===== src/rtl/bdll_pkg.sv =====
// ---------------------------------------------------------------------------
// bdll_pkg
// Shared constants and types for the bounded list with cursor.
// ---------------------------------------------------------------------------
package bdll_pkg;

    localparam int CAPACITY_DEFAULT   = 64;
    localparam int DATA_WIDTH_DEFAULT = 32;

    // operation codes on the kind field
    localparam logic [2:0] KIND_APPEND  = 3'd0;
    localparam logic [2:0] KIND_PREPEND = 3'd1;
    localparam logic [2:0] KIND_INSERT  = 3'd2;
    localparam logic [2:0] KIND_DELETE  = 3'd3;
    localparam logic [2:0] KIND_NEXT    = 3'd4;
    localparam logic [2:0] KIND_PREV    = 3'd5;

    // result status codes
    localparam logic [1:0] ST_DONE  = 2'd0;
    localparam logic [1:0] ST_RANGE = 2'd1;
    localparam logic [1:0] ST_FULL  = 2'd2;

    typedef enum logic [2:0] {
        S_IDLE,
        S_SHIFT,
        S_PLACE,
        S_READ,
        S_LOAD
    } state_t;

endpackage


===== src/rtl/bdll_ram.sv =====
// ---------------------------------------------------------------------------
// bdll_ram
// Generic simple dual-port RAM, one write port, one registered read port.
// ---------------------------------------------------------------------------
module bdll_ram #(
    parameter int WIDTH = 32,
    parameter int DEPTH = 64
) (
    input  logic                     clk,
    input  logic                     we,
    input  logic [$clog2(DEPTH)-1:0] waddr,
    input  logic [WIDTH-1:0]         wdata,
    input  logic                     re,
    input  logic [$clog2(DEPTH)-1:0] raddr,
    output logic [WIDTH-1:0]         rdata
);

    logic [WIDTH-1:0] mem [DEPTH];

    always_ff @(posedge clk)
    begin
        if (we)
        begin
            mem[waddr] <= wdata;
        end
        if (re)
        begin
            rdata <= mem[raddr];
        end
    end

endmodule


===== src/rtl/bounded_doubly_linked_list_top.sv =====
// after a word is accepted, inserts and prepends shift the entries from the position up and then
// place the value, appends only place it, deletes shift the later entries down, and cursor moves
// and rejected words go straight to the read and load states; the shift moves one entry a cycle
// one word in flight at a time; the next word is taken in the cycle after the result is
// loaded, even while that result waits
// reset: count zero, cursor invalid; the element ram needs no clearing
// ---------------------------------------------------------------------------
// bounded_doubly_linked_list_top
// Ordered list of up to CAPACITY values with a cursor, held in a ram.
// ---------------------------------------------------------------------------
module bounded_doubly_linked_list_top #(
    parameter int CAPACITY   = bdll_pkg::CAPACITY_DEFAULT,
    parameter int DATA_WIDTH = bdll_pkg::DATA_WIDTH_DEFAULT
) (
    input  logic        clk,
    input  logic        rst_n,
    input  logic        in_valid,
    output logic        in_ready,
    input  logic [2:0]  kind,
    input  logic [31:0] value,
    input  logic [5:0]  position,
    output logic        out_valid,
    input  logic        out_ready,
    output logic [1:0]  status,
    output logic [6:0]  count,
    output logic        cursor_valid,
    output logic [5:0]  cursor_position,
    output logic [31:0] cursor_value
);

    localparam int IW   = $clog2(CAPACITY);
    localparam int CW   = $clog2(CAPACITY + 1);
    localparam int CMPW = (CW > 6) ? CW : 6;

    bdll_pkg::state_t state_reg, state_next;

    logic [CW-1:0]         count_reg;
    logic [IW-1:0]         cur_idx_reg;
    logic                  cur_pres_reg;
    logic [CW-1:0]         rem_reg;
    logic                  pend_reg;
    logic [IW-1:0]         src_reg;
    logic [IW-1:0]         pend_addr_reg;
    logic                  ins_reg;
    logic                  place_reg;
    logic [IW-1:0]         place_p_reg;
    logic [DATA_WIDTH-1:0] value_reg;
    logic [1:0]            status_reg;

    // decode of the incoming word
    logic [1:0]    dec_status;
    logic          dec_ins;
    logic          dec_place;
    logic [IW-1:0] dec_p;
    logic [CW-1:0] dec_rem;
    logic [IW-1:0] dec_src;
    logic [CW-1:0] dec_count;
    logic [IW-1:0] dec_idx;
    logic          dec_pres;
    logic          full;
    logic          pos_ok;
    logic [IW-1:0] pos_i;
    logic [CW-1:0] del_count;

    logic                  accept;
    logic                  ram_we;
    logic [IW-1:0]         ram_waddr;
    logic [DATA_WIDTH-1:0] ram_wdata;
    logic                  ram_re;
    logic [IW-1:0]         ram_raddr;
    logic [DATA_WIDTH-1:0] ram_rdata;
    logic                  load_out;

    assign in_ready = (state_reg == bdll_pkg::S_IDLE);
    assign accept   = in_valid && in_ready;

    assign full      = (count_reg == CW'(CAPACITY));
    assign pos_ok    = (CMPW'(position) < CMPW'(count_reg));
    assign pos_i     = IW'(position);
    assign del_count = count_reg - CW'(1);

    always_comb
    begin
        dec_status = bdll_pkg::ST_DONE;
        dec_ins    = 1'b0;
        dec_place  = 1'b0;
        dec_p      = '0;
        dec_rem    = '0;
        dec_src    = '0;
        dec_count  = count_reg;
        dec_idx    = cur_idx_reg;
        dec_pres   = cur_pres_reg;
        case (kind)
            bdll_pkg::KIND_APPEND, bdll_pkg::KIND_PREPEND, bdll_pkg::KIND_INSERT:
            begin
                if (kind == bdll_pkg::KIND_INSERT && !pos_ok)
                begin
                    dec_status = bdll_pkg::ST_RANGE;
                end
                else if (full)
                begin
                    dec_status = bdll_pkg::ST_FULL;
                end
                else
                begin
                    dec_place = 1'b1;
                    dec_ins   = 1'b1;
                    if (kind == bdll_pkg::KIND_APPEND)
                    begin
                        dec_p = IW'(count_reg);
                    end
                    else if (kind == bdll_pkg::KIND_PREPEND)
                    begin
                        dec_p = '0;
                    end
                    else
                    begin
                        dec_p = pos_i;
                    end
                    dec_rem   = count_reg - CW'(dec_p);
                    dec_src   = IW'(count_reg - CW'(1));
                    dec_count = count_reg + CW'(1);
                    if (!cur_pres_reg)
                    begin
                        dec_pres = 1'b1;
                        dec_idx  = dec_p;
                    end
                    else if (cur_idx_reg >= dec_p)
                    begin
                        dec_idx = cur_idx_reg + IW'(1);
                    end
                end
            end
            bdll_pkg::KIND_DELETE:
            begin
                if (!pos_ok)
                begin
                    dec_status = bdll_pkg::ST_RANGE;
                end
                else
                begin
                    dec_p     = pos_i;
                    dec_rem   = del_count - CW'(pos_i);
                    dec_src   = IW'(CW'(pos_i) + CW'(1));
                    dec_count = del_count;
                    if (cur_pres_reg)
                    begin
                        if (cur_idx_reg > pos_i)
                        begin
                            dec_idx = cur_idx_reg - IW'(1);
                        end
                        else if (cur_idx_reg == pos_i)
                        begin
                            if (CW'(pos_i) < del_count)
                            begin
                                dec_idx = pos_i;
                            end
                            else if (pos_i != '0)
                            begin
                                dec_idx = pos_i - IW'(1);
                            end
                            else
                            begin
                                dec_pres = 1'b0;
                                dec_idx  = '0;
                            end
                        end
                    end
                end
            end
            bdll_pkg::KIND_NEXT:
            begin
                if (cur_pres_reg && (CW'(cur_idx_reg) + CW'(1) < count_reg))
                begin
                    dec_idx = cur_idx_reg + IW'(1);
                end
            end
            bdll_pkg::KIND_PREV:
            begin
                if (cur_pres_reg && cur_idx_reg != '0)
                begin
                    dec_idx = cur_idx_reg - IW'(1);
                end
            end
            default:
            begin
                dec_status = bdll_pkg::ST_DONE;
            end
        endcase
    end

    // next state
    always_comb
    begin
        state_next = state_reg;
        case (state_reg)
            bdll_pkg::S_IDLE:
            begin
                if (accept)
                begin
                    if (dec_rem != '0)
                    begin
                        state_next = bdll_pkg::S_SHIFT;
                    end
                    else if (dec_place)
                    begin
                        state_next = bdll_pkg::S_PLACE;
                    end
                    else
                    begin
                        state_next = bdll_pkg::S_READ;
                    end
                end
            end
            bdll_pkg::S_SHIFT:
            begin
                if (rem_reg == '0)
                begin
                    state_next = place_reg ? bdll_pkg::S_PLACE : bdll_pkg::S_READ;
                end
            end
            bdll_pkg::S_PLACE:
            begin
                state_next = bdll_pkg::S_READ;
            end
            bdll_pkg::S_READ:
            begin
                state_next = bdll_pkg::S_LOAD;
            end
            bdll_pkg::S_LOAD:
            begin
                if (!out_valid || out_ready)
                begin
                    state_next = bdll_pkg::S_IDLE;
                end
            end
            default:
            begin
                state_next = bdll_pkg::S_IDLE;
            end
        endcase
    end

    // ram control
    always_comb
    begin
        ram_re    = 1'b0;
        ram_raddr = src_reg;
        load_out  = 1'b0;
        case (state_reg)
            bdll_pkg::S_SHIFT:
            begin
                ram_re = (rem_reg != '0);
            end
            bdll_pkg::S_READ:
            begin
                ram_re    = 1'b1;
                ram_raddr = cur_idx_reg;
            end
            bdll_pkg::S_LOAD:
            begin
                load_out = !out_valid || out_ready;
            end
            default:
            begin
                ram_re = 1'b0;
            end
        endcase
        // a moved word lands one slot up for insert, one down for delete
        ram_we    = pend_reg || (state_reg == bdll_pkg::S_PLACE);
        ram_waddr = place_p_reg;
        ram_wdata = value_reg;
        if (pend_reg)
        begin
            ram_waddr = ins_reg ? pend_addr_reg + IW'(1) : pend_addr_reg - IW'(1);
            ram_wdata = ram_rdata;
        end
    end

    always_ff @(posedge clk or negedge rst_n)
    begin
        if (!rst_n)
        begin
            state_reg    <= bdll_pkg::S_IDLE;
            count_reg    <= '0;
            cur_idx_reg  <= '0;
            cur_pres_reg <= 1'b0;
            rem_reg      <= '0;
            pend_reg     <= 1'b0;
            out_valid    <= 1'b0;
        end
        else
        begin
            state_reg <= state_next;
            pend_reg  <= (state_reg == bdll_pkg::S_SHIFT) && (rem_reg != '0);
            if (accept)
            begin
                count_reg    <= dec_count;
                cur_idx_reg  <= dec_idx;
                cur_pres_reg <= dec_pres;
                rem_reg      <= dec_rem;
            end
            else if (state_reg == bdll_pkg::S_SHIFT && rem_reg != '0)
            begin
                rem_reg <= rem_reg - CW'(1);
            end
            if (load_out)
            begin
                out_valid <= 1'b1;
            end
            else if (out_ready)
            begin
                out_valid <= 1'b0;
            end
        end
    end

    always_ff @(posedge clk)
    begin
        if (accept)
        begin
            ins_reg     <= dec_ins;
            place_reg   <= dec_place;
            place_p_reg <= dec_p;
            src_reg     <= dec_src;
            value_reg   <= DATA_WIDTH'(value);
            status_reg  <= dec_status;
        end
        else if (state_reg == bdll_pkg::S_SHIFT && rem_reg != '0)
        begin
            src_reg <= ins_reg ? src_reg - IW'(1) : src_reg + IW'(1);
        end
        pend_addr_reg <= src_reg;
        if (load_out)
        begin
            status          <= status_reg;
            count           <= 7'(count_reg);
            cursor_valid    <= cur_pres_reg;
            cursor_position <= cur_pres_reg ? 6'(cur_idx_reg) : 6'd0;
            cursor_value    <= cur_pres_reg ? 32'(ram_rdata) : 32'd0;
        end
    end

    bdll_ram #(
        .WIDTH (DATA_WIDTH),
        .DEPTH (CAPACITY)
    ) u_store (
        .clk   (clk),
        .we    (ram_we),
        .waddr (ram_waddr),
        .wdata (ram_wdata),
        .re    (ram_re),
        .raddr (ram_raddr),
        .rdata (ram_rdata)
    );

endmodule

===== config.mk =====
export PLATFORM = sky130hd
export DESIGN_NAME = bounded_doubly_linked_list_top
export DESIGN_NICKNAME = d
export VERILOG_FILES = /design/src/rtl/bdll_pkg.sv /design/src/rtl/bdll_ram.sv /design/src/rtl/bounded_doubly_linked_list_top.sv
export SDC_FILE = /design/constraint.sdc
export NUM_CORES = 2
export LEC_CHECK = 0
export BUFFER_PORTS_ARGS = -buffer_cell sky130_fd_sc_hd__buf_2
export CAP_MARGIN = 5
export CORE_UTILIZATION = 50
export DETAILED_ROUTE_END_ITERATION = 8
export GPL_ROUTABILITY_DRIVEN = 0
export PLACE_DENSITY = 0.65
export SETUP_SLACK_MARGIN = 0.5
export SYNTH_ARGS = -nofsm -noshare
export SYNTH_HDL_FRONTEND = slang
export SYNTH_SLANG_ARGS = --single-unit

===== constraint.sdc =====
create_clock -name clk -period 9.81 [get_ports clk]
set_clock_uncertainty 0.15 [all_clocks]
set_input_delay 0.4905 -clock clk [delete_from_list [all_inputs] [get_ports clk]]
set_output_delay 0.4905 -clock clk [all_outputs]
set_load 0.05 [all_outputs]

Yosys cells after proc, flatten, opt, wreduce, memory -nomap -nowiden --
Memory sizes are Yosys's and may differ from the RTL's. A register that Yosys moved wholly into a read port is not among the register bits. Cells that the tools add are included. W data, S select, Z words.
Operators by class: add/subtract/negate cells 14, $mul 0, divide/modulo/power cells 0, order comparisons 5, equality and inequality tests 22, shifts and indexed selects 0, multiplexer cells 72, bitwise gates (word level) 0, reduce and logical (&&, ||, !) cells 24
Operators by type and width (number):
- $mux W6 | 29
- $mux W7 | 8
- $mux W32 | 1
- $pmux W7 S2 | 2
- $add A6 B1 Y6 const B | 4
- $pmux W6 S2 | 2
- $pmux W6 S4 | 1
- $sub A6 B1 Y6 const B | 4
- $mux W1 | 19
- $ne A2 B2 Y1 const B | 8
- $pmux W3 S5 | 1
- $lt A6 B7 Y1 | 2
- $reduce_bool A7 Y1 | 2
- $sub A7 B1 Y7 const B | 2
- $sub A7 B6 Y7 | 2
- $eq A3 B2 Y1 const B | 4
- $reduce_bool A6 Y1 | 2
- $reduce_and A10 Y1 | 1
- $eq A3 B3 Y1 const B | 3
- $mux W3 | 3
- $add A6 B1 Y7 const B | 1
- $add A7 B1 Y7 const B | 1
- $eq A7 B7 Y1 const B | 1
- $logic_not A7 Y1 | 1
- other kinds (19) | 33
Word-level totals: bits in registers 127, latch bits 0, memory bits (writable) 2048, ROM bits 0, bits of input ports 45, memories kept 1
Memory list:
- u_store.mem | words 64, width 32, rd ports 1, clocked after memory_dff 1, write ports 1, RTL line bdll_ram.sv:18 | logic [WIDTH-1:0] mem [DEPTH];

Depth between registers and ports, before layout --
depth after elaboration 14, mapped depth 16, depth with buffers taken out 14

By module --
Synthesis repeated with hierarchy kept, for this count alone.
Unflattened totals: cell total of the unflattened synthesis 4224, area total of the unflattened synthesis 86940.9 um^2
By module, submodules not included:
- bdll_ram | instances 1, cells an instance 3504, area each 79268.5 um^2, sequential area each 62459.9 um^2
- bounded_doubly_linked_list_top | instances 1, cells an instance 720, area each 7672.4 um^2, sequential area each 3623.5 um^2

Worst setup path before layout --
Ideal clock, no wire load.
kind register to register, from reg, netlist name place_reg, to mem u_store.mem[0][0], enable pin, setup time 0.421 ns, data arrival time 3.453 ns, required time 9.239 ns, setup slack 5.786 ns, stages on the path, launching flop included 11, path buffers 0, period minus slack after synthesis 4.024 ns, cell sequence edfxtp_1 -> inv_1 -> ha_1 -> a21o_1 -> a21oi_1 -> o21bai_1 -> a21oi_1 -> xnor2_1 -> mux2i_1 -> nand2_1 -> nor2_1
RTL lines (RTL line):
- end: declaration | bdll_ram.sv:18

Worst setup path after layout --
from reg state_reg[2], to reg u_store.rdata[24], read port of u_store.mem (data pin)
Between the ends: longest elaborated chain between the ends 2, elaborated cells on any way between the ends 4, classes of those cells eq/ne: 2; mux: 2
RTL lines:
- start: declaration | RTL line bounded_doubly_linked_list_top.sv:35 | bdll_pkg::state_t state_reg, state_next;
- start signal: assignment | RTL line bounded_doubly_linked_list_top.sv:284 | state_reg <= bdll_pkg::S_IDLE;
- start signal: assignment | RTL line bounded_doubly_linked_list_top.sv:294 | state_reg <= state_next;
- $eq A3 B2 Y1 or $eq A3 B1 Y1 (tied branches) | RTL line bounded_doubly_linked_list_top.sv:250 | case (state_reg)
- $pmux W1 S2 or $mux W6 (tied branches) | RTL line bounded_doubly_linked_list_top.sv:250
- end: declaration | RTL line bdll_ram.sv:15 | output logic [WIDTH-1:0] rdata
Several ways; a longest one is shown, not always the timed one. A chain may end at the register's enable or synchronous reset.

==> impl_metrics.csv <==
group,metric,value,unit
worst_setup_path,critPathRequiredTime,10.22,ns
clock_tree,clock_latency,0.87,ns
grt,grt_first_pass_wirelength,308000,um
finish,final_layout_size_suffix_gt1_share,25.6,%
sta,fin_crit,5.67,ns
logic_synthesis,syn_nets,4087,
logic_synthesis,synth-seq-cells,2207,
route,drt_wl_total,216000,um
grt,antenna_found_initial,6,
sta,hold_viol_final,0,
logic_synthesis,synth.area.top_cells,"edfxtp_1 (76%), mux4_2 (13%), a22oi_1 (1.4%), dfrtp_1 (0.76%), a221oi_1 (0.71%)",
logic_synthesis,synth_area_per_cell,21.5,um^2
finish,final_common_cell,"edfxtp_1",
sta,fmax,176,MHz
finish,largest_reg_flops,2048,
worst_setup_path,path_class,"reg -> reg",
clock_tree,ctsResizeCount,0,
sta,rsz0062_at_grt,"no",
sta,worst-slew-pin-transition,1.49,ns
floorplanning,fp.dieW,416,um
finish,syn_to_final_growth,12.6,%
logic_synthesis,synth-edff-count,2175,
route,wire_per_inst,32.7,um
route,dr.first_iter.drc_count,5697,
clock_tree,cts_setup_buffers,0,
route,drc,0,
grt,grt_usage,25.1,%
sta,setup_violations,0,
logic_synthesis,ys_seq_area_share,77.0,%
sta,relSlewSlack,0.784,%
floorplanning,ios,95,
outcome,outcome,"finished, final reports clean",
logic_synthesis,synth_top_cell_by_area,"edfxtp_1",
clock_tree,numCtsBuffers,211,
route,routed-via-count,42800,
logic_synthesis,async_reset_ff_share,1.18,%
pwr,power_density,333,nW/um^2
worst_setup_path,cp-start-kind,"register",
logic_synthesis,synth_ff_type,"edfxtp_1",
route,ant_nets,0,
grt,grt_overflow_total,0,
logic_synthesis,synth.distinct_cells,76,
run,cap_violations,0,
finish,mostFrequentLayoutCells,"edfxtp_1 (2175), mux4_2 (512), clkbuf_16 (215)",
grt,grt_max_degree,137,
grt,grt_pass1_vias,42300,
finish,nets,4318,
clock_tree,clk_pin_slew,0.07,ns
clock_tree,root_buffer,"clkbuf_16",
floorplanning,core,170000,um^2
place,io_buffers,94,
finish,top_register,"u_store.mem",
pwr,irDropWorstVdd,0.515,mV
logic_synthesis,syn-instance-count,3991,
hold_path,hp-class,"in -> async",
route,firstDrtPassIters,6,
floorplanning,die_area,173000,um^2
worst_setup_path,cp_max_fo,54,
logic_synthesis,yosysWarnings,0,
floorplanning,die_height,416,um
sta,period_share,57.8,%
finish,final_util,56.8,%
clock_tree,cts_tree,"yes",
pwr,leakagePower,30.5,nW
sta,slew_viol_final,0,
floorplanning,rows,151,
logic_synthesis,synth_area,85900,um^2
clock_tree,clock_path_buffers,3,
worst_setup_path,end_kind,"register",
logic_synthesis,synth_top_area_share,76.1,%
clock_tree,ctsHoldBuffers,36,
route,via_per_inst,6.47,
place,hpwl,113000,um
clock_tree,htree_num_levels,4,
floorplanning,start_util,50.5,%
clock_tree,numClockSinks,2207,
worst_setup_path,cp.arrival,6.07,ns
sta,fin_setup_tns,0,ns
==> critical path, cell delays in order, from the launching register on <==
cell,delay (ns)
dfrtp_1,0.45
nand3b_1,0.61
a21oi_4,0.56
buf_4,0.67
buf_4,0.77
mux4_2,0.41
a22o_1,0.25
a221oi_1,1.13
o221ai_1,0.22
==> routing by layer <==
| layer | wire length [um] | GRT usage [%] | vias up |
|---|---|---|---|
| li1 | - | - | 17400 |
| met1 | 87400 | 36.3 | 23000 |
| met2 | 104000 | 39.4 | 2130 |
| met3 | 19700 | 5.02 | 298 |
| met4 | 5240 | 6.76 | 0 |
| met5 | 0 | 0 | - |
==> path summary, 6_finish.rpt <==
path / from / endpoint / slack, ns / cells after the start
hold reg to reg: status_reg[1]$_DFFE_PP_ / status[1]$_DFFE_PP_ / 0.29 / 0
min in group clk: position[3] / cur_idx_reg[3]$_DFFE_PN0P_ / 0.09 / 4
max in group asynchronous: rst_n / pend_reg$_DFF_PN0_ / 8.92 / 2
setup reg to reg: state_reg[2]$_DFFE_PN0P_ / u_store.rdata[24]$_DFFE_PP_ / 4.14 / 8
setup / recovery: state_reg[2]$_DFFE_PN0P_ / u_store.rdata[24]$_DFFE_PP_ / 4.14 / 8
hold / removal: rst_n / out_valid$_DFFE_PN0P_ / 0.07 / 2
==> final cells by class <==
class	instances	area, um^2
clock inverters	135	1150
multi-input cells	1525	19200
clock buffers	255	5530
well taps	2218	2780
repair buffers	236	1760
flip-flops and latches	2207	66100
fillers	12400	73400
diodes	1	2.50
inverters	41	154
==> cell usage after synthesis (16+ instances only) <==
library cell  number
inv_1             41
edfxtp_1        2175
nor3_1            20
nand2_1          126
a22o_1            66
a21oi_1           51
xnor2_1           34
a22oi_1          164
dfrtp_1           26
mux2_2            39
a221oi_1          70
and2_1            38
nor2_1           117
o21ai_0           33
clkbuf_1         102
nand3_1           16
mux4_2           512
ha_1              48
o221ai_1          34
buf_2             92
==> report_power, final <==
group | switching [W] | total (W) | internal (W)
Combinational | 0.00728 | 0.0115 | 0.00424
Sequential | 0.000384 | 0.0128 | 0.0124
Clock | 0.00349 | 0.00787 | 0.00439
==> cells by family after synthesis <==
family                   after synthesis  share of synthesized area, %
AND/OR/NAND/NOR                      363                          1.92
AO/OA/AOI/OAI                        498                          4.43
multiplexers                         562                          14.1
flip-flops                          2207                          77.0
adder cells (fa/ha/maj)               53                         0.793
XOR/XNOR                              49                         0.500
buffers and inverters                259                          1.33
==> through the flow <==
stage | instances | cell area (um^2) | total power [W] | worst slack [ns] | hold WS [ns]
finish | 6618 | 96700 | 0.0322 | 4.14 | 0.0708
global route | 6617 | 96600 | 0.0334 | 3.90 | 0.0844
CTS | 6616 | 96600 | 0.0323 | 4.15 | 0.0258
detailed placement | 6190 | 89600 | 0.0245 | 4.19 | 0.273
global placement | 6190 | 89600 | 0.0243 | 4.27 | 0.263
floorplan | 3991 | 85900 | 0.0204 | 5.79 | 0.0449
No activity file was read; power rests on OpenSTA's default activity.
